File: config.mk
export PLATFORM = sky130hd
export DESIGN_NAME = digital_clock_with_scanned_display_flat
export DESIGN_NICKNAME = d
export VERILOG_FILES = /design/src/hw/rtl/dcsd_pkg.sv /design/src/hw/rtl/dcsd_if.sv /design/src/hw/rtl/digital_clock_with_scanned_display.sv /design/src/hw/rtl/dcsd_cfg_regs.sv /design/src/hw/rtl/dcsd_keys.sv /design/src/hw/rtl/dcsd_time.sv /design/src/hw/rtl/dcsd_display.sv /design/src/flat_wrapper.sv
export SDC_FILE = /design/constraint.sdc
export NUM_CORES = 1
export LEC_CHECK = 0
export ABC_CLOCK_PERIOD_IN_PS = 8450
export BUFFER_PORTS_ARGS = -buffer_cell sky130_fd_sc_hd__buf_2
export CAP_MARGIN = 10
export CORE_MARGIN = 10
export CORE_UTILIZATION = 35
export DETAILED_ROUTE_END_ITERATION = 8
export MAX_ROUTING_LAYER = met4
export RECOVER_POWER = 25
export SETUP_SLACK_MARGIN = 0.5
export SLEW_MARGIN = 20
export SYNTH_ARGS = -nofsm -noshare
export SYNTH_HDL_FRONTEND = slang
export SYNTH_HIERARCHICAL = 1
export SYNTH_SLANG_ARGS = --single-unit
File: constraint.sdc
create_clock -name clk -period 8.45 [get_ports clk]
set_clock_uncertainty 0.1 [all_clocks]
set_input_delay 0.845 -clock clk [delete_from_list [all_inputs] [get_ports clk]]
set_output_delay 0.845 -clock clk [all_outputs]
set_load 0.03 [all_outputs]
File: src/hw/rtl/dcsd_pkg.sv
// Package of the digital clock block: widths, reset values, register map,
// shared structs and the seven-segment helper functions. Depends on nothing.
package dcsd_pkg;

  localparam int TICK_W    = 10;
  localparam int DEB_W     = 8;
  localparam int HOLD_W    = 10;
  localparam int REP_W     = 8;
  localparam int TIMER_W   = 10;
  localparam int HOUR_W    = 5;
  localparam int MIN_W     = 6;
  localparam int SEC_W     = 6;
  localparam int SEG_W     = 8;
  localparam int SEL_W     = 8;
  localparam int SCAN_W    = 3;
  localparam int PADDR_W   = 4;
  localparam int PDATA_W   = 32;
  localparam int DIGIT_COUNT_DEF = 8;

  localparam logic [TICK_W-1:0] TPS_RST  = 10'd500;
  localparam logic [DEB_W-1:0]  DEB_RST  = 8'd5;
  localparam logic [HOLD_W-1:0] HOLD_RST = 10'd500;
  localparam logic [REP_W-1:0]  REP_RST  = 8'd25;

  localparam logic [HOUR_W-1:0] HOUR_MAX = 5'd23;
  localparam logic [MIN_W-1:0]  MIN_MAX  = 6'd59;
  localparam logic [SEC_W-1:0]  SEC_MAX  = 6'd59;

  // Register index, taken from paddr[3:2].
  localparam logic [1:0] REG_TPS  = 2'd0;
  localparam logic [1:0] REG_DEB  = 2'd1;
  localparam logic [1:0] REG_HOLD = 2'd2;
  localparam logic [1:0] REG_REP  = 2'd3;

  localparam logic OWNER_HOUR   = 1'b0;
  localparam logic OWNER_MINUTE = 1'b1;

  localparam logic [SEG_W-1:0] SEG_DASH = 8'h40;
  localparam logic [SEG_W-1:0] SEG_TABLE [10] = '{
    8'h3f, 8'h06, 8'h5b, 8'h4f, 8'h66, 8'h6d, 8'h7d, 8'h07, 8'h7f, 8'h6f
  };

  typedef struct packed {
    logic [TICK_W-1:0] ticks_per_second;
    logic [DEB_W-1:0]  debounce_ticks;
    logic [HOLD_W-1:0] hold_ticks;
    logic [REP_W-1:0]  repeat_ticks;
  } cfg_t;

  typedef struct packed {
    logic bump;
    logic owner;
  } bump_req_t;

  typedef struct packed {
    logic [HOUR_W-1:0] hour;
    logic [MIN_W-1:0]  minute;
    logic [SEC_W-1:0]  second;
  } time_t;

  // Tens digit of a value below 64.
  function automatic logic [2:0] tens_of(input logic [5:0] v);
    logic [2:0] t;
    if (v >= 6'd60)      t = 3'd6;
    else if (v >= 6'd50) t = 3'd5;
    else if (v >= 6'd40) t = 3'd4;
    else if (v >= 6'd30) t = 3'd3;
    else if (v >= 6'd20) t = 3'd2;
    else if (v >= 6'd10) t = 3'd1;
    else                 t = 3'd0;
    return t;
  endfunction

  function automatic logic [3:0] ones_of(input logic [5:0] v);
    logic [5:0] r;
    r = v - 6'(6'(tens_of(v)) * 6'd10);
    return r[3:0];
  endfunction

  function automatic logic [SEG_W-1:0] seg_of(input logic [3:0] d);
    logic [SEG_W-1:0] s;
    if (d <= 4'd9) s = SEG_TABLE[d];
    else           s = SEG_TABLE[0];
    return s;
  endfunction

endpackage

File: src/hw/rtl/dcsd_if.sv
// Valid/ready channel interfaces of the digital clock: tick words in,
// display words out. Depends on dcsd_pkg.
interface dcsd_in_if;
  logic valid;
  logic ready;
  logic hour_key_level;
  logic minute_key_level;

  modport source (output valid, output hour_key_level, output minute_key_level,
                  input ready);
  modport sink   (input valid, input hour_key_level, input minute_key_level,
                  output ready);
endinterface

interface dcsd_out_if;
  logic                        valid;
  logic                        ready;
  logic [dcsd_pkg::SEG_W-1:0]  segment_pattern;
  logic [dcsd_pkg::SEL_W-1:0]  digit_select;
  logic [dcsd_pkg::HOUR_W-1:0] hour_value;
  logic [dcsd_pkg::MIN_W-1:0]  minute_value;
  logic [dcsd_pkg::SEC_W-1:0]  second_value;

  modport source (output valid, output segment_pattern, output digit_select,
                  output hour_value, output minute_value, output second_value,
                  input ready);
  modport sink   (input valid, input segment_pattern, input digit_select,
                  input hour_value, input minute_value, input second_value,
                  output ready);
endinterface

File: src/hw/rtl/digital_clock_with_scanned_display.sv
// Channel     | Dir | Handshake            | Word
// in_ch       | in  | valid/ready          | hour_key_level, minute_key_level
// out_ch      | out | valid/ready          | segments, digit select, h/m/s
// cfg (APB)   | in  | psel/penable/pready  | four timing registers
//
// One tick word per cycle while the output is not stalled: an input register feeds
// the clock, button and scan logic, which settle combinationally into the output
// register. A stalled output holds its word while one more tick waits in the input
// register, and ready drops only when both are full. Reset is synchronous and active
// low; it clears the valid flags and state registers, but not the data registers.
// Depends on dcsd_pkg, dcsd_if and the dcsd_* submodules.
module digital_clock_with_scanned_display #(
  parameter int DIGIT_COUNT = dcsd_pkg::DIGIT_COUNT_DEF
) (
  input  logic                         clk,
  input  logic                         rst_n,
  dcsd_in_if.sink                      in_ch,
  dcsd_out_if.source                   out_ch,
  input  logic                         psel,
  input  logic                         penable,
  input  logic                         pwrite,
  input  logic [dcsd_pkg::PADDR_W-1:0] paddr,
  input  logic [dcsd_pkg::PDATA_W-1:0] pwdata,
  output logic [dcsd_pkg::PDATA_W-1:0] prdata,
  output logic                         pready
);
  import dcsd_pkg::*;

  cfg_t      cfg;
  bump_req_t bump_req;
  time_t     time_nxt, time_out;

  logic in_valid_r, in_valid_nxt;
  logic in_hour_r, in_min_r;
  logic out_valid_r, out_valid_nxt;
  logic out_free, advance, in_fire;

  assign out_free      = !out_valid_r || out_ch.ready;
  assign advance       = in_valid_r && out_free;
  assign in_ch.ready   = !in_valid_r || advance;
  assign in_fire       = in_ch.valid && in_ch.ready;
  assign in_valid_nxt  = in_fire ? 1'b1 : (advance ? 1'b0 : in_valid_r);
  assign out_valid_nxt = advance ? 1'b1 : (out_ch.ready ? 1'b0 : out_valid_r);

  always_ff @(posedge clk) begin
    if (!rst_n) begin
      in_valid_r  <= 1'b0;
      out_valid_r <= 1'b0;
    end else begin
      in_valid_r  <= in_valid_nxt;
      out_valid_r <= out_valid_nxt;
    end
  end

  always_ff @(posedge clk) begin
    if (in_fire) begin
      in_hour_r <= in_ch.hour_key_level;
      in_min_r  <= in_ch.minute_key_level;
    end
  end

  dcsd_cfg_regs u_cfg (
    .clk     (clk),
    .rst_n   (rst_n),
    .psel    (psel),
    .penable (penable),
    .pwrite  (pwrite),
    .paddr   (paddr),
    .pwdata  (pwdata),
    .prdata  (prdata),
    .pready  (pready),
    .cfg     (cfg)
  );

  dcsd_keys u_keys (
    .clk              (clk),
    .rst_n            (rst_n),
    .step             (advance),
    .hour_key_level   (in_hour_r),
    .minute_key_level (in_min_r),
    .cfg              (cfg),
    .bump_req         (bump_req)
  );

  dcsd_time u_time (
    .clk      (clk),
    .rst_n    (rst_n),
    .step     (advance),
    .cfg      (cfg),
    .bump_req (bump_req),
    .time_nxt (time_nxt)
  );

  dcsd_display #(
    .DIGIT_COUNT (DIGIT_COUNT)
  ) u_display (
    .clk             (clk),
    .rst_n           (rst_n),
    .load            (advance),
    .time_in         (time_nxt),
    .segment_pattern (out_ch.segment_pattern),
    .digit_select    (out_ch.digit_select),
    .time_out        (time_out)
  );

  assign out_ch.valid        = out_valid_r;
  assign out_ch.hour_value   = time_out.hour;
  assign out_ch.minute_value = time_out.minute;
  assign out_ch.second_value = time_out.second;

endmodule

File: src/hw/rtl/dcsd_cfg_regs.sv
// APB-style configuration registers of the digital clock.
// Depends on dcsd_pkg.
module dcsd_cfg_regs (
  input  logic                         clk,
  input  logic                         rst_n,
  input  logic                         psel,
  input  logic                         penable,
  input  logic                         pwrite,
  input  logic [dcsd_pkg::PADDR_W-1:0] paddr,
  input  logic [dcsd_pkg::PDATA_W-1:0] pwdata,
  output logic [dcsd_pkg::PDATA_W-1:0] prdata,
  output logic                         pready,
  output dcsd_pkg::cfg_t               cfg
);
  import dcsd_pkg::*;

  cfg_t       cfg_r;
  logic       wr_en;
  logic [1:0] reg_idx;

  assign pready  = 1'b1;
  assign wr_en   = psel && penable && pwrite;
  assign reg_idx = paddr[3:2];
  assign cfg     = cfg_r;

  always_ff @(posedge clk) begin
    if (!rst_n) begin
      cfg_r.ticks_per_second <= TPS_RST;
      cfg_r.debounce_ticks   <= DEB_RST;
      cfg_r.hold_ticks       <= HOLD_RST;
      cfg_r.repeat_ticks     <= REP_RST;
    end else if (wr_en) begin
      unique case (reg_idx)
        REG_TPS:  cfg_r.ticks_per_second <= pwdata[TICK_W-1:0];
        REG_DEB:  cfg_r.debounce_ticks   <= pwdata[DEB_W-1:0];
        REG_HOLD: cfg_r.hold_ticks       <= pwdata[HOLD_W-1:0];
        REG_REP:  cfg_r.repeat_ticks     <= pwdata[REP_W-1:0];
        default: ;
      endcase
    end
  end

  always_comb begin
    unique case (reg_idx)
      REG_TPS:  prdata = PDATA_W'(cfg_r.ticks_per_second);
      REG_DEB:  prdata = PDATA_W'(cfg_r.debounce_ticks);
      REG_HOLD: prdata = PDATA_W'(cfg_r.hold_ticks);
      REG_REP:  prdata = PDATA_W'(cfg_r.repeat_ticks);
      default:  prdata = '0;
    endcase
  end

endmodule

File: src/hw/rtl/dcsd_keys.sv
// Set-button handler: debounce, hold, auto-repeat and release increment.
// Depends on dcsd_pkg.
module dcsd_keys (
  input  logic                 clk,
  input  logic                 rst_n,
  input  logic                 step,
  input  logic                 hour_key_level,
  input  logic                 minute_key_level,
  input  dcsd_pkg::cfg_t       cfg,
  output dcsd_pkg::bump_req_t  bump_req
);
  import dcsd_pkg::*;

  typedef enum logic [1:0] {
    PH_IDLE, PH_DEBOUNCE, PH_HELD, PH_REPEAT
  } phase_t;

  phase_t             phase_r, phase_nxt;
  logic               owner_r, owner_nxt;
  logic [TIMER_W-1:0] timer_r, timer_nxt;
  logic [TIMER_W-1:0] timer_inc;
  logic               hour_down, min_down, owner_down, bump;

  assign hour_down  = !hour_key_level;
  assign min_down   = !minute_key_level;
  assign owner_down = (owner_r == OWNER_HOUR) ? hour_down : min_down;
  assign timer_inc  = timer_r + TIMER_W'(1);

  always_comb begin
    phase_nxt = phase_r;
    owner_nxt = owner_r;
    timer_nxt = timer_r;
    bump      = 1'b0;
    unique case (phase_r)
      PH_IDLE: begin
        if (hour_down || min_down) begin
          owner_nxt = hour_down ? OWNER_HOUR : OWNER_MINUTE;
          phase_nxt = PH_DEBOUNCE;
          timer_nxt = '0;
        end
      end
      PH_DEBOUNCE: begin
        if (!owner_down) begin
          phase_nxt = PH_IDLE;
          timer_nxt = '0;
        end else if (timer_r >= TIMER_W'(cfg.debounce_ticks)) begin
          phase_nxt = PH_HELD;
          timer_nxt = '0;
        end else begin
          timer_nxt = timer_inc;
        end
      end
      PH_HELD: begin
        if (!owner_down) begin
          bump      = 1'b1;
          phase_nxt = PH_IDLE;
          timer_nxt = '0;
        end else if (timer_inc >= cfg.hold_ticks) begin
          bump      = 1'b1;
          phase_nxt = PH_REPEAT;
          timer_nxt = '0;
        end else begin
          timer_nxt = timer_inc;
        end
      end
      PH_REPEAT: begin
        if (!owner_down) begin
          bump      = 1'b1;
          phase_nxt = PH_IDLE;
          timer_nxt = '0;
        end else if (timer_inc >= TIMER_W'(cfg.repeat_ticks)) begin
          bump      = 1'b1;
          timer_nxt = '0;
        end else begin
          timer_nxt = timer_inc;
        end
      end
      default: begin
        phase_nxt = PH_IDLE;
        timer_nxt = '0;
      end
    endcase
  end

  assign bump_req.bump  = step && bump;
  assign bump_req.owner = owner_r;

  always_ff @(posedge clk) begin
    if (!rst_n) begin
      phase_r <= PH_IDLE;
      owner_r <= OWNER_HOUR;
      timer_r <= '0;
    end else if (step) begin
      phase_r <= phase_nxt;
      owner_r <= owner_nxt;
      timer_r <= timer_nxt;
    end
  end

endmodule

File: src/hw/rtl/dcsd_time.sv
// Timekeeping counters: tick prescaler, seconds, minutes and hours with
// carries, plus wrap-only set increments. Depends on dcsd_pkg.
module dcsd_time (
  input  logic                clk,
  input  logic                rst_n,
  input  logic                step,
  input  dcsd_pkg::cfg_t      cfg,
  input  dcsd_pkg::bump_req_t bump_req,
  output dcsd_pkg::time_t     time_nxt
);
  import dcsd_pkg::*;

  logic [TICK_W-1:0] tick_r, tick_inc, tick_nxt;
  time_t             time_r, carried;
  logic              sec_tick, min_carry, hour_carry;

  assign tick_inc   = tick_r + TICK_W'(1);
  assign sec_tick   = tick_inc >= cfg.ticks_per_second;
  assign tick_nxt   = sec_tick ? '0 : tick_inc;
  assign min_carry  = sec_tick && (time_r.second >= SEC_MAX);
  assign hour_carry = min_carry && (time_r.minute >= MIN_MAX);

  always_comb begin
    carried = time_r;
    if (sec_tick) begin
      carried.second = min_carry ? '0 : time_r.second + SEC_W'(1);
    end
    if (min_carry) begin
      carried.minute = hour_carry ? '0 : time_r.minute + MIN_W'(1);
    end
    if (hour_carry) begin
      carried.hour = (time_r.hour >= HOUR_MAX) ? '0 : time_r.hour + HOUR_W'(1);
    end

    // A set increment lands on the carried time and never carries onward.
    time_nxt = carried;
    if (bump_req.bump) begin
      if (bump_req.owner == OWNER_HOUR) begin
        time_nxt.hour = (carried.hour >= HOUR_MAX) ? '0 : carried.hour + HOUR_W'(1);
      end else begin
        time_nxt.minute = (carried.minute >= MIN_MAX) ? '0 : carried.minute + MIN_W'(1);
      end
    end
  end

  always_ff @(posedge clk) begin
    if (!rst_n) begin
      tick_r <= '0;
      time_r <= '0;
    end else if (step) begin
      tick_r <= tick_nxt;
      time_r <= time_nxt;
    end
  end

endmodule

File: src/hw/rtl/dcsd_display.sv
// Display scanner and result register: picks the scanned position, encodes
// its segments and holds the output word. Depends on dcsd_pkg.
module dcsd_display #(
  parameter int DIGIT_COUNT = dcsd_pkg::DIGIT_COUNT_DEF
) (
  input  logic                        clk,
  input  logic                        rst_n,
  input  logic                        load,
  input  dcsd_pkg::time_t             time_in,
  output logic [dcsd_pkg::SEG_W-1:0]  segment_pattern,
  output logic [dcsd_pkg::SEL_W-1:0]  digit_select,
  output dcsd_pkg::time_t             time_out
);
  import dcsd_pkg::*;

  localparam logic [SCAN_W-1:0] POS_HOUR_TENS = 3'd0;
  localparam logic [SCAN_W-1:0] POS_HOUR_ONES = 3'd1;
  localparam logic [SCAN_W-1:0] POS_MIN_TENS  = 3'd3;
  localparam logic [SCAN_W-1:0] POS_MIN_ONES  = 3'd4;
  localparam logic [SCAN_W-1:0] POS_SEC_TENS  = 3'd6;
  localparam logic [SCAN_W-1:0] POS_SEC_ONES  = 3'd7;

  logic [SCAN_W-1:0] scan_r, scan_nxt;
  logic [SCAN_W:0]   scan_inc;
  logic [5:0]        hour_ext;
  logic [SEG_W-1:0]  seg_nxt;
  logic [SEL_W-1:0]  sel_nxt;
  logic [SEG_W-1:0]  seg_r;
  logic [SEL_W-1:0]  sel_r;
  time_t             time_r;

  assign hour_ext = 6'(time_in.hour);
  assign scan_inc = {1'b0, scan_r} + (SCAN_W+1)'(1);
  assign scan_nxt = (scan_inc >= (SCAN_W+1)'(DIGIT_COUNT)) ? '0 : scan_inc[SCAN_W-1:0];
  assign sel_nxt  = ~(SEL_W'(1) << scan_r);

  always_comb begin
    unique case (scan_r)
      POS_HOUR_TENS: seg_nxt = seg_of(4'(tens_of(hour_ext)));
      POS_HOUR_ONES: seg_nxt = seg_of(ones_of(hour_ext));
      POS_MIN_TENS:  seg_nxt = seg_of(4'(tens_of(time_in.minute)));
      POS_MIN_ONES:  seg_nxt = seg_of(ones_of(time_in.minute));
      POS_SEC_TENS:  seg_nxt = seg_of(4'(tens_of(time_in.second)));
      POS_SEC_ONES:  seg_nxt = seg_of(ones_of(time_in.second));
      default:       seg_nxt = SEG_DASH;
    endcase
  end

  always_ff @(posedge clk) begin
    if (!rst_n) begin
      scan_r <= '0;
    end else if (load) begin
      scan_r <= scan_nxt;
    end
  end

  always_ff @(posedge clk) begin
    if (load) begin
      seg_r  <= seg_nxt;
      sel_r  <= sel_nxt;
      time_r <= time_in;
    end
  end

  assign segment_pattern = seg_r;
  assign digit_select    = sel_r;
  assign time_out        = time_r;

endmodule

File: src/flat_wrapper.sv
// flat-port wrapper written by rule: the top's interface ports become plain ports
module digital_clock_with_scanned_display_flat import dcsd_pkg::*;
#(
  parameter int DIGIT_COUNT = dcsd_pkg::DIGIT_COUNT_DEF
)
  (clk, rst_n, psel, penable, pwrite, paddr, pwdata, prdata, pready, in_ch_valid, in_ch_hour_key_level, in_ch_minute_key_level, in_ch_ready, out_ch_valid, out_ch_segment_pattern, out_ch_digit_select, out_ch_hour_value, out_ch_minute_value, out_ch_second_value, out_ch_ready);
  dcsd_in_if in_ch_i ();
  dcsd_out_if out_ch_i ();
  input  logic clk;
  input  logic rst_n;
  input  logic psel;
  input  logic penable;
  input  logic pwrite;
  input  logic [dcsd_pkg::PADDR_W-1:0] paddr;
  input  logic [dcsd_pkg::PDATA_W-1:0] pwdata;
  output logic [dcsd_pkg::PDATA_W-1:0] prdata;
  output logic pready;
  input wire logic [$bits(in_ch_i.valid)-1:0] in_ch_valid;
  input wire logic [$bits(in_ch_i.hour_key_level)-1:0] in_ch_hour_key_level;
  input wire logic [$bits(in_ch_i.minute_key_level)-1:0] in_ch_minute_key_level;
  output wire logic [$bits(in_ch_i.ready)-1:0] in_ch_ready;
  output wire logic [$bits(out_ch_i.valid)-1:0] out_ch_valid;
  output wire logic [$bits(out_ch_i.segment_pattern)-1:0] out_ch_segment_pattern;
  output wire logic [$bits(out_ch_i.digit_select)-1:0] out_ch_digit_select;
  output wire logic [$bits(out_ch_i.hour_value)-1:0] out_ch_hour_value;
  output wire logic [$bits(out_ch_i.minute_value)-1:0] out_ch_minute_value;
  output wire logic [$bits(out_ch_i.second_value)-1:0] out_ch_second_value;
  input wire logic [$bits(out_ch_i.ready)-1:0] out_ch_ready;
  assign in_ch_i.valid = in_ch_valid;
  assign in_ch_i.hour_key_level = in_ch_hour_key_level;
  assign in_ch_i.minute_key_level = in_ch_minute_key_level;
  assign in_ch_ready = in_ch_i.ready;
  assign out_ch_valid = out_ch_i.valid;
  assign out_ch_segment_pattern = out_ch_i.segment_pattern;
  assign out_ch_digit_select = out_ch_i.digit_select;
  assign out_ch_hour_value = out_ch_i.hour_value;
  assign out_ch_minute_value = out_ch_i.minute_value;
  assign out_ch_second_value = out_ch_i.second_value;
  assign out_ch_i.ready = out_ch_ready;
  digital_clock_with_scanned_display #(.DIGIT_COUNT(DIGIT_COUNT)) u_core (.clk(clk), .rst_n(rst_n), .in_ch(in_ch_i), .out_ch(out_ch_i), .psel(psel), .penable(penable), .pwrite(pwrite), .paddr(paddr), .pwdata(pwdata), .prdata(prdata), .pready(pready));
endmodule
---- Yosys cells after proc, flatten, opt, wreduce, memory -nomap -nowiden ----
Memory sizes are Yosys's and may differ from the RTL's.
Cells that the tools add are included.
W data, S select, Z words.
storage, ports and cells
  register bits ........................... 116
  bits of input ports ..................... 45
  latch bits .............................. 0
  memories ................................ 6
  RAM bits ................................ 0
  output and inout port bits .............. 68
  memory bits (read-only) ................. 768
  word-level logic and storage cells ...... 213
memories
  name              words  width  rd ports  clocked after Yosys merged registers in  write ports  line            RTL
  (name not given)  16     8      1         0                                        0            dcsd_pkg.sv:82  if (d <= 4'd9) s = SEG_TABLE[d];
  (name not given)  16     8      1         0                                        0            dcsd_pkg.sv:82
  (name not given)  16     8      1         0                                        0            dcsd_pkg.sv:82
  (name not given)  16     8      1         0                                        0            dcsd_pkg.sv:82
  (name not given)  16     8      1         0                                        0            dcsd_pkg.sv:82
  (name not given)  16     8      1         0                                        0            dcsd_pkg.sv:82
operators by class
  muxes and demuxes ....................... 83
  bitwise logic cells ..................... 7
  add/sub/neg operators ................... 11
  equality and inequality tests ........... 15
  shifts and indexed selects .............. 1
  multipliers ............................. 3
  reductions and logical operators ........ 26
  order comparisons ....................... 40
  div/mod/pow operators ................... 0
operator list
  kind                     number
  $mux W8                  18
  $pmux W32 S4             1
  $mux W10                 8
  $ge A6 B6 Y1 const B     9
  $ge A5 B5 Y1 const B     10
  $mux W3                  16
  $pmux W8 S6              1
  $pmux W10 S4             1
  $mux W6                  6
  $ge A6 B5 Y1 const B     4
  $mux W2                  12
  $add A10 B1 Y10 const B  2
  $ge A10 B10 Y1           2
  $ge A10 B8 Y1            2
  $mux W5                  4
  $add A6 B1 Y6 const B    3
  $ge A5 B6 Y1 const B     3
  $not A3 Y5               3
  $not A4 Y5               3
  $mux W1                  13
  $ge A6 B4 Y1 const B     2
  $le A3 B4 Y1 const B     3
  $le A4 B4 Y1 const B     3
  $sub A4 B4 Y4            3
  26 further kinds         54

---- Logic depth before layout (Yosys ltp) ----
  word-level depth ........................ 26
  depth in mapped cells ................... 33
  depth with buffers taken out ............ 29

---- Cells and area by module ----
Netlist, hierarchy kept.
modules (own cells, without submodules)
  module                              sequential area each (um^2)  times used  area each (um^2)  cells an instance
  dcsd_display                        1021.0                       1           2874.0            309
  dcsd_time                           540.5                        1           2472.4            337
  dcsd_cfg_regs                       720.7                        1           1835.5            182
  dcsd_keys                           260.2                        1           1411.4            183
  digital_clock_with_scanned_display  100.1                        1           163.9             11

---- Least setup slack after synthesis ----
OpenSTA, ideal clock, no wires.
  path type ............................... input to register
  start point ............................. input out_ch_ready
  end point ............................... register u_core.u_display.seg_r[4] (netlist: u_core/u_display/segment_pattern[4]) (data pin)
  setup time .............................. 276 ps
  data required time ...................... 8074 ps
  data arrival time ....................... 6575 ps
  setup slack ............................. 1499 ps
  stages on the path ...................... 19
  buffers on the path ..................... 2
  path through ............................ nor2b_4 nor2b_1 o311ai_0 nor2_1 and2_1 clkbuf_1 o211a_1 a21oi_1 nor2_1 inv_1 nor4_1 o32a_1 inv_1 ha_1 fa_1 buf_1 o21ai_0 o311ai_1 a31oi_1
RTL lines
  item                    line                RTL
  start: declaration      flat_wrapper.sv:28  input wire logic [$bits(out_ch_i.ready)-1:0] out_ch_ready;
  end signal: assignment  dcsd_display.sv:59  seg_r <= seg_nxt;
  end: declaration        dcsd_display.sv:28  logic [SEG_W-1:0] seg_r;

==> flow_metrics.env <==
export IMPL_synth_largest_area_cell="dfxtp_1"
export IMPL_rsz0062_at_grt="false"
export IMPL_p_leak_nw=4.253
export IMPL_detail_route_wl_per_cell_um=15.46
export IMPL_clock_latency_ns=0.43
export IMPL_htree_levels=4
export IMPL_required_ns=8.49
export IMPL_die_area_um2=31750
export IMPL_synth_commonest_cells="122 x nand2_1, 81 x dfxtp_1, 79 x inv_1, 77 x ha_1, 60 x nor2_1"
export IMPL_yosysMostFrequentCell="nand2_1"
export IMPL_ys_flop_type="dfxtp_1"
export IMPL_drv_slew=108
export IMPL_hold_path_class="flop to flop"
export IMPL_area_growth_syn_to_layout_pct=11.89
export IMPL_routed_wirelength_mm=21.78
export IMPL_cts_resized=0
export IMPL_swShare_pct=29.91
export IMPL_grt_pass1_vias=6859
export IMPL_die_h_um=178.2
export IMPL_holdBufCountCts=0
export IMPL_grt_antenna_before_repair=0
export IMPL_io_pins=113
export IMPL_ys_top_cells_by_area="dfxtp_1 19%, edfxtp_1 12%, ha_1 11%, nand2_1 5.2%, mux2i_1 4.9%"
export IMPL_grt_pass1_wl_mm=35.67
export IMPL_drc=0
export IMPL_crit_top_cell="ha_1"
export IMPL_hold_worst_slack_ns=0.3727
export IMPL_grtUsageTotal_pct=14.18
export IMPL_n_antenna_cell=0
export IMPL_fillCellCount=2482
export IMPL_setup_viol_count_final=0
export IMPL_synth_edf_count=34
export IMPL_setup_worst_path_class="flop to flop"
export IMPL_cts_buffers=17
export IMPL_maxCapViolCount=2
export IMPL_yosys_cell_types_count=108
export IMPL_die_x_um=178.2
export IMPL_synth_seq_area_share_pct=30.18
export IMPL_overflow=0
export IMPL_grt_start_max_net_pins=74
export IMPL_synth_seq_cells=115
export IMPL_worstPathArrival_ns=7.22
export IMPL_seq_power_share_pct=39.1
export IMPL_pre_cts_slack_ns=1.308
export IMPL_fin_ws_ns=1.268
export IMPL_power_switching_w=0.0004545
export IMPL_fmaxAchievable_mhz=139.2
export IMPL_tritoncts="done"
export IMPL_wl_met2_mm=10.20
export IMPL_combPwrFrac_pct=12.9
export IMPL_ant_nets=0
export IMPL_cellPowerDensity_nw_per_um2=155.1
export IMPL_peakVddDrop_v=0.0001180
export IMPL_port_buffers=64
export IMPL_end_kind="flop"
export IMPL_initial_utilization_pct=35.80
export IMPL_synth_area_um2=8757
export IMPL_crit_fanout=25
export IMPL_worstMarginPinSlew_ns=2.963
export IMPL_clk_pin_slew_ns=0.07
export IMPL_cts_setup_buffers=0
export IMPL_cp_start_kind="flop"
export IMPL_instances_no_fill=1409
export IMPL_cts_num_sinks=115
export IMPL_core_um2=24460
export IMPL_drt_iter0_markers=465
export IMPL_violations="capacitance limit, slew limit"
export IMPL_fin_crit_ns=7.182
export IMPL_root_buffer="clkbuf_16"
export IMPL_yosys_warnings=6
export IMPL_synth_top_cell_area_share_pct=18.52
export IMPL_place_congestion=0.8519
export IMPL_avgSynthCellArea_um2=8.569
export IMPL_clockPowerShare_pct=48.0
export IMPL_row_count=57
export IMPL_maxSlewHeadroom_pct=-97.55
export IMPL_fin_crit_sh_pct=84.99
export IMPL_vias=7307
export IMPL_outcome="finished, violations left"
export IMPL_top_layer="met4"
export IMPL_hold_violations=0
export IMPL_layout_nets=1197
export IMPL_viasPerCell=5.186
export IMPL_dpl_cell_count=1377
export IMPL_syn_inst=1022
export IMPL_route_met3_wl_mm=1.039
export IMPL_wl_met1_mm=10.29
export IMPL_fin_setup_tns_ns=0
export IMPL_drive_above_1_share_pct=14.01
export IMPL_p_int_w=0.001065
export IMPL_cp_slowest_cell="dfxtp_1"
export IMPL_cts_buffer_depth=2
export IMPL_critPathMaxStageDelay_ns=0.40
export IMPL_dp_hpwl_mm=16.03
export IMPL_first_pass_iters=7
export IMPL_async_flop_share_pct=0
## state kept, by name, summed over array words and instances (netlist names), 2 cells and up
signal                            cells
u_core/u_cfg/cfg                     36
u_core/u_display/digit_select         8
u_core/u_display/scan_r               3
u_core/u_display/segment_pattern      7
u_core/u_display/time_out            17
u_core/u_keys/phase_r                 2
u_core/u_keys/timer_r                10
u_core/u_time/tick_r                 10
u_core/u_time/time_r                 17
## layout by cell type, fill, tap and decap left out, drive strengths merged, types with 5 or more instances in the layout
cell	Yosys	routed
mux4	8	8
nand4	9	9
mux2i	43	43
xor2	7	7
nor2	63	63
nand2	122	122
a31oi	23	23
edfxtp	34	34
and2	13	13
nor3	18	18
nand3	30	30
clkbuf	19	20
a21o	15	15
or3	7	7
conb	3	24
nand2b	14	14
and3	7	7
ha	77	77
or2	8	8
nor2b	32	32
buf	43	69
nor4	8	8
nor3b	5	5
o21ai	68	68
xnor2	8	8
dfxtp	81	81
a211oi	7	7
o211ai	8	8
inv	80	91
a211o	7	7
o211a	5	5
a21oi	55	55
## power by group through the flow
stage / registers, W / clock network [W] / logic [W]
after floorplan: 0.000618 / 0 / 0.000148
final: 0.000594 / 0.000729 / 0.000196
after detailed placement: 0.000606 / 0 / 0.000195
after global placement: 0.000606 / 0 / 0.000194
after global routing: 0.000596 / 0.000776 / 0.000217
after CTS: 0.000594 / 0.000746 / 0.000196
## layer usage
layer | up-vias | global-route usage [%]
met4 | 0 | 3.548
met3 | 18 | 3.214
li1 | 3734 | -
met2 | 171 | 22.35
met1 | 3384 | 18.08
met5 | - | -
## final timing paths
check	from	to	slack [ns]	cells past startpoint
worst max-delay path	u_core/u_time/tick_r[0]	u_core/u_display/segment_pattern[2]	1.27	28
worst min-delay path	u_core/u_cfg/cfg[23]	u_core/u_cfg/cfg[23]	0.37	2
worst max register to register	u_core/u_time/tick_r[0]	u_core/u_display/segment_pattern[2]	1.27	28
worst min register to register	u_core/u_cfg/cfg[23]	u_core/u_cfg/cfg[23]	0.37	2
## cell families (layout without fill, tap and decap cells)
family          Yosys count  after routing  synth area share, %
xor+xnor                 15             15                1.500
fa+ha+maj                84             84                12.14
simple gates            354            354                20.95
buf+inv                 143            185                8.001
other cells               3             24               0.1286
compound gates          256            256                20.00
flops                   115            115                30.18
mux                      52             52                7.101
## final cells by class
cell class | instances | area [µm²] | share of cell area, %
clock inverter | 15 | 156.4 | 1.596
timing repair buffer | 72 | 371.6 | 3.793
inverter | 81 | 304.0 | 3.103
multi-input combinational | 785 | 5493 | 56.06
clock buffer | 17 | 425.4 | 4.342
tap | 324 | 405.4 | 4.137
sequential | 115 | 2643 | 26.97
## per-stage QoR
step | total power, W | area, µm² | util, %
finish | 0.001519 | 9798 | 40.05
global route | 0.001589 | 9798 | 40.05
CTS | 0.001536 | 9814 | 40.12
detailed placement | 0.0008015 | 9233 | 37.74
global placement | 0.0007995 | 9233 | 37.74
floorplan | 0.0007651 | 8836 | -
## critical path, delay by kind of cell (launching register included)
kind                     cells  cell delay [ns]
AND/OR/NAND/NOR             13             3.12
adder cells (fa/ha/maj)      5             1.48
AO/OA/AOI/OAI                8             1.28
flip-flops                   1             0.40
buffers and inverters        1             0.25
XOR/XNOR                     1             0.24
(Power assumes the default switching activity.)
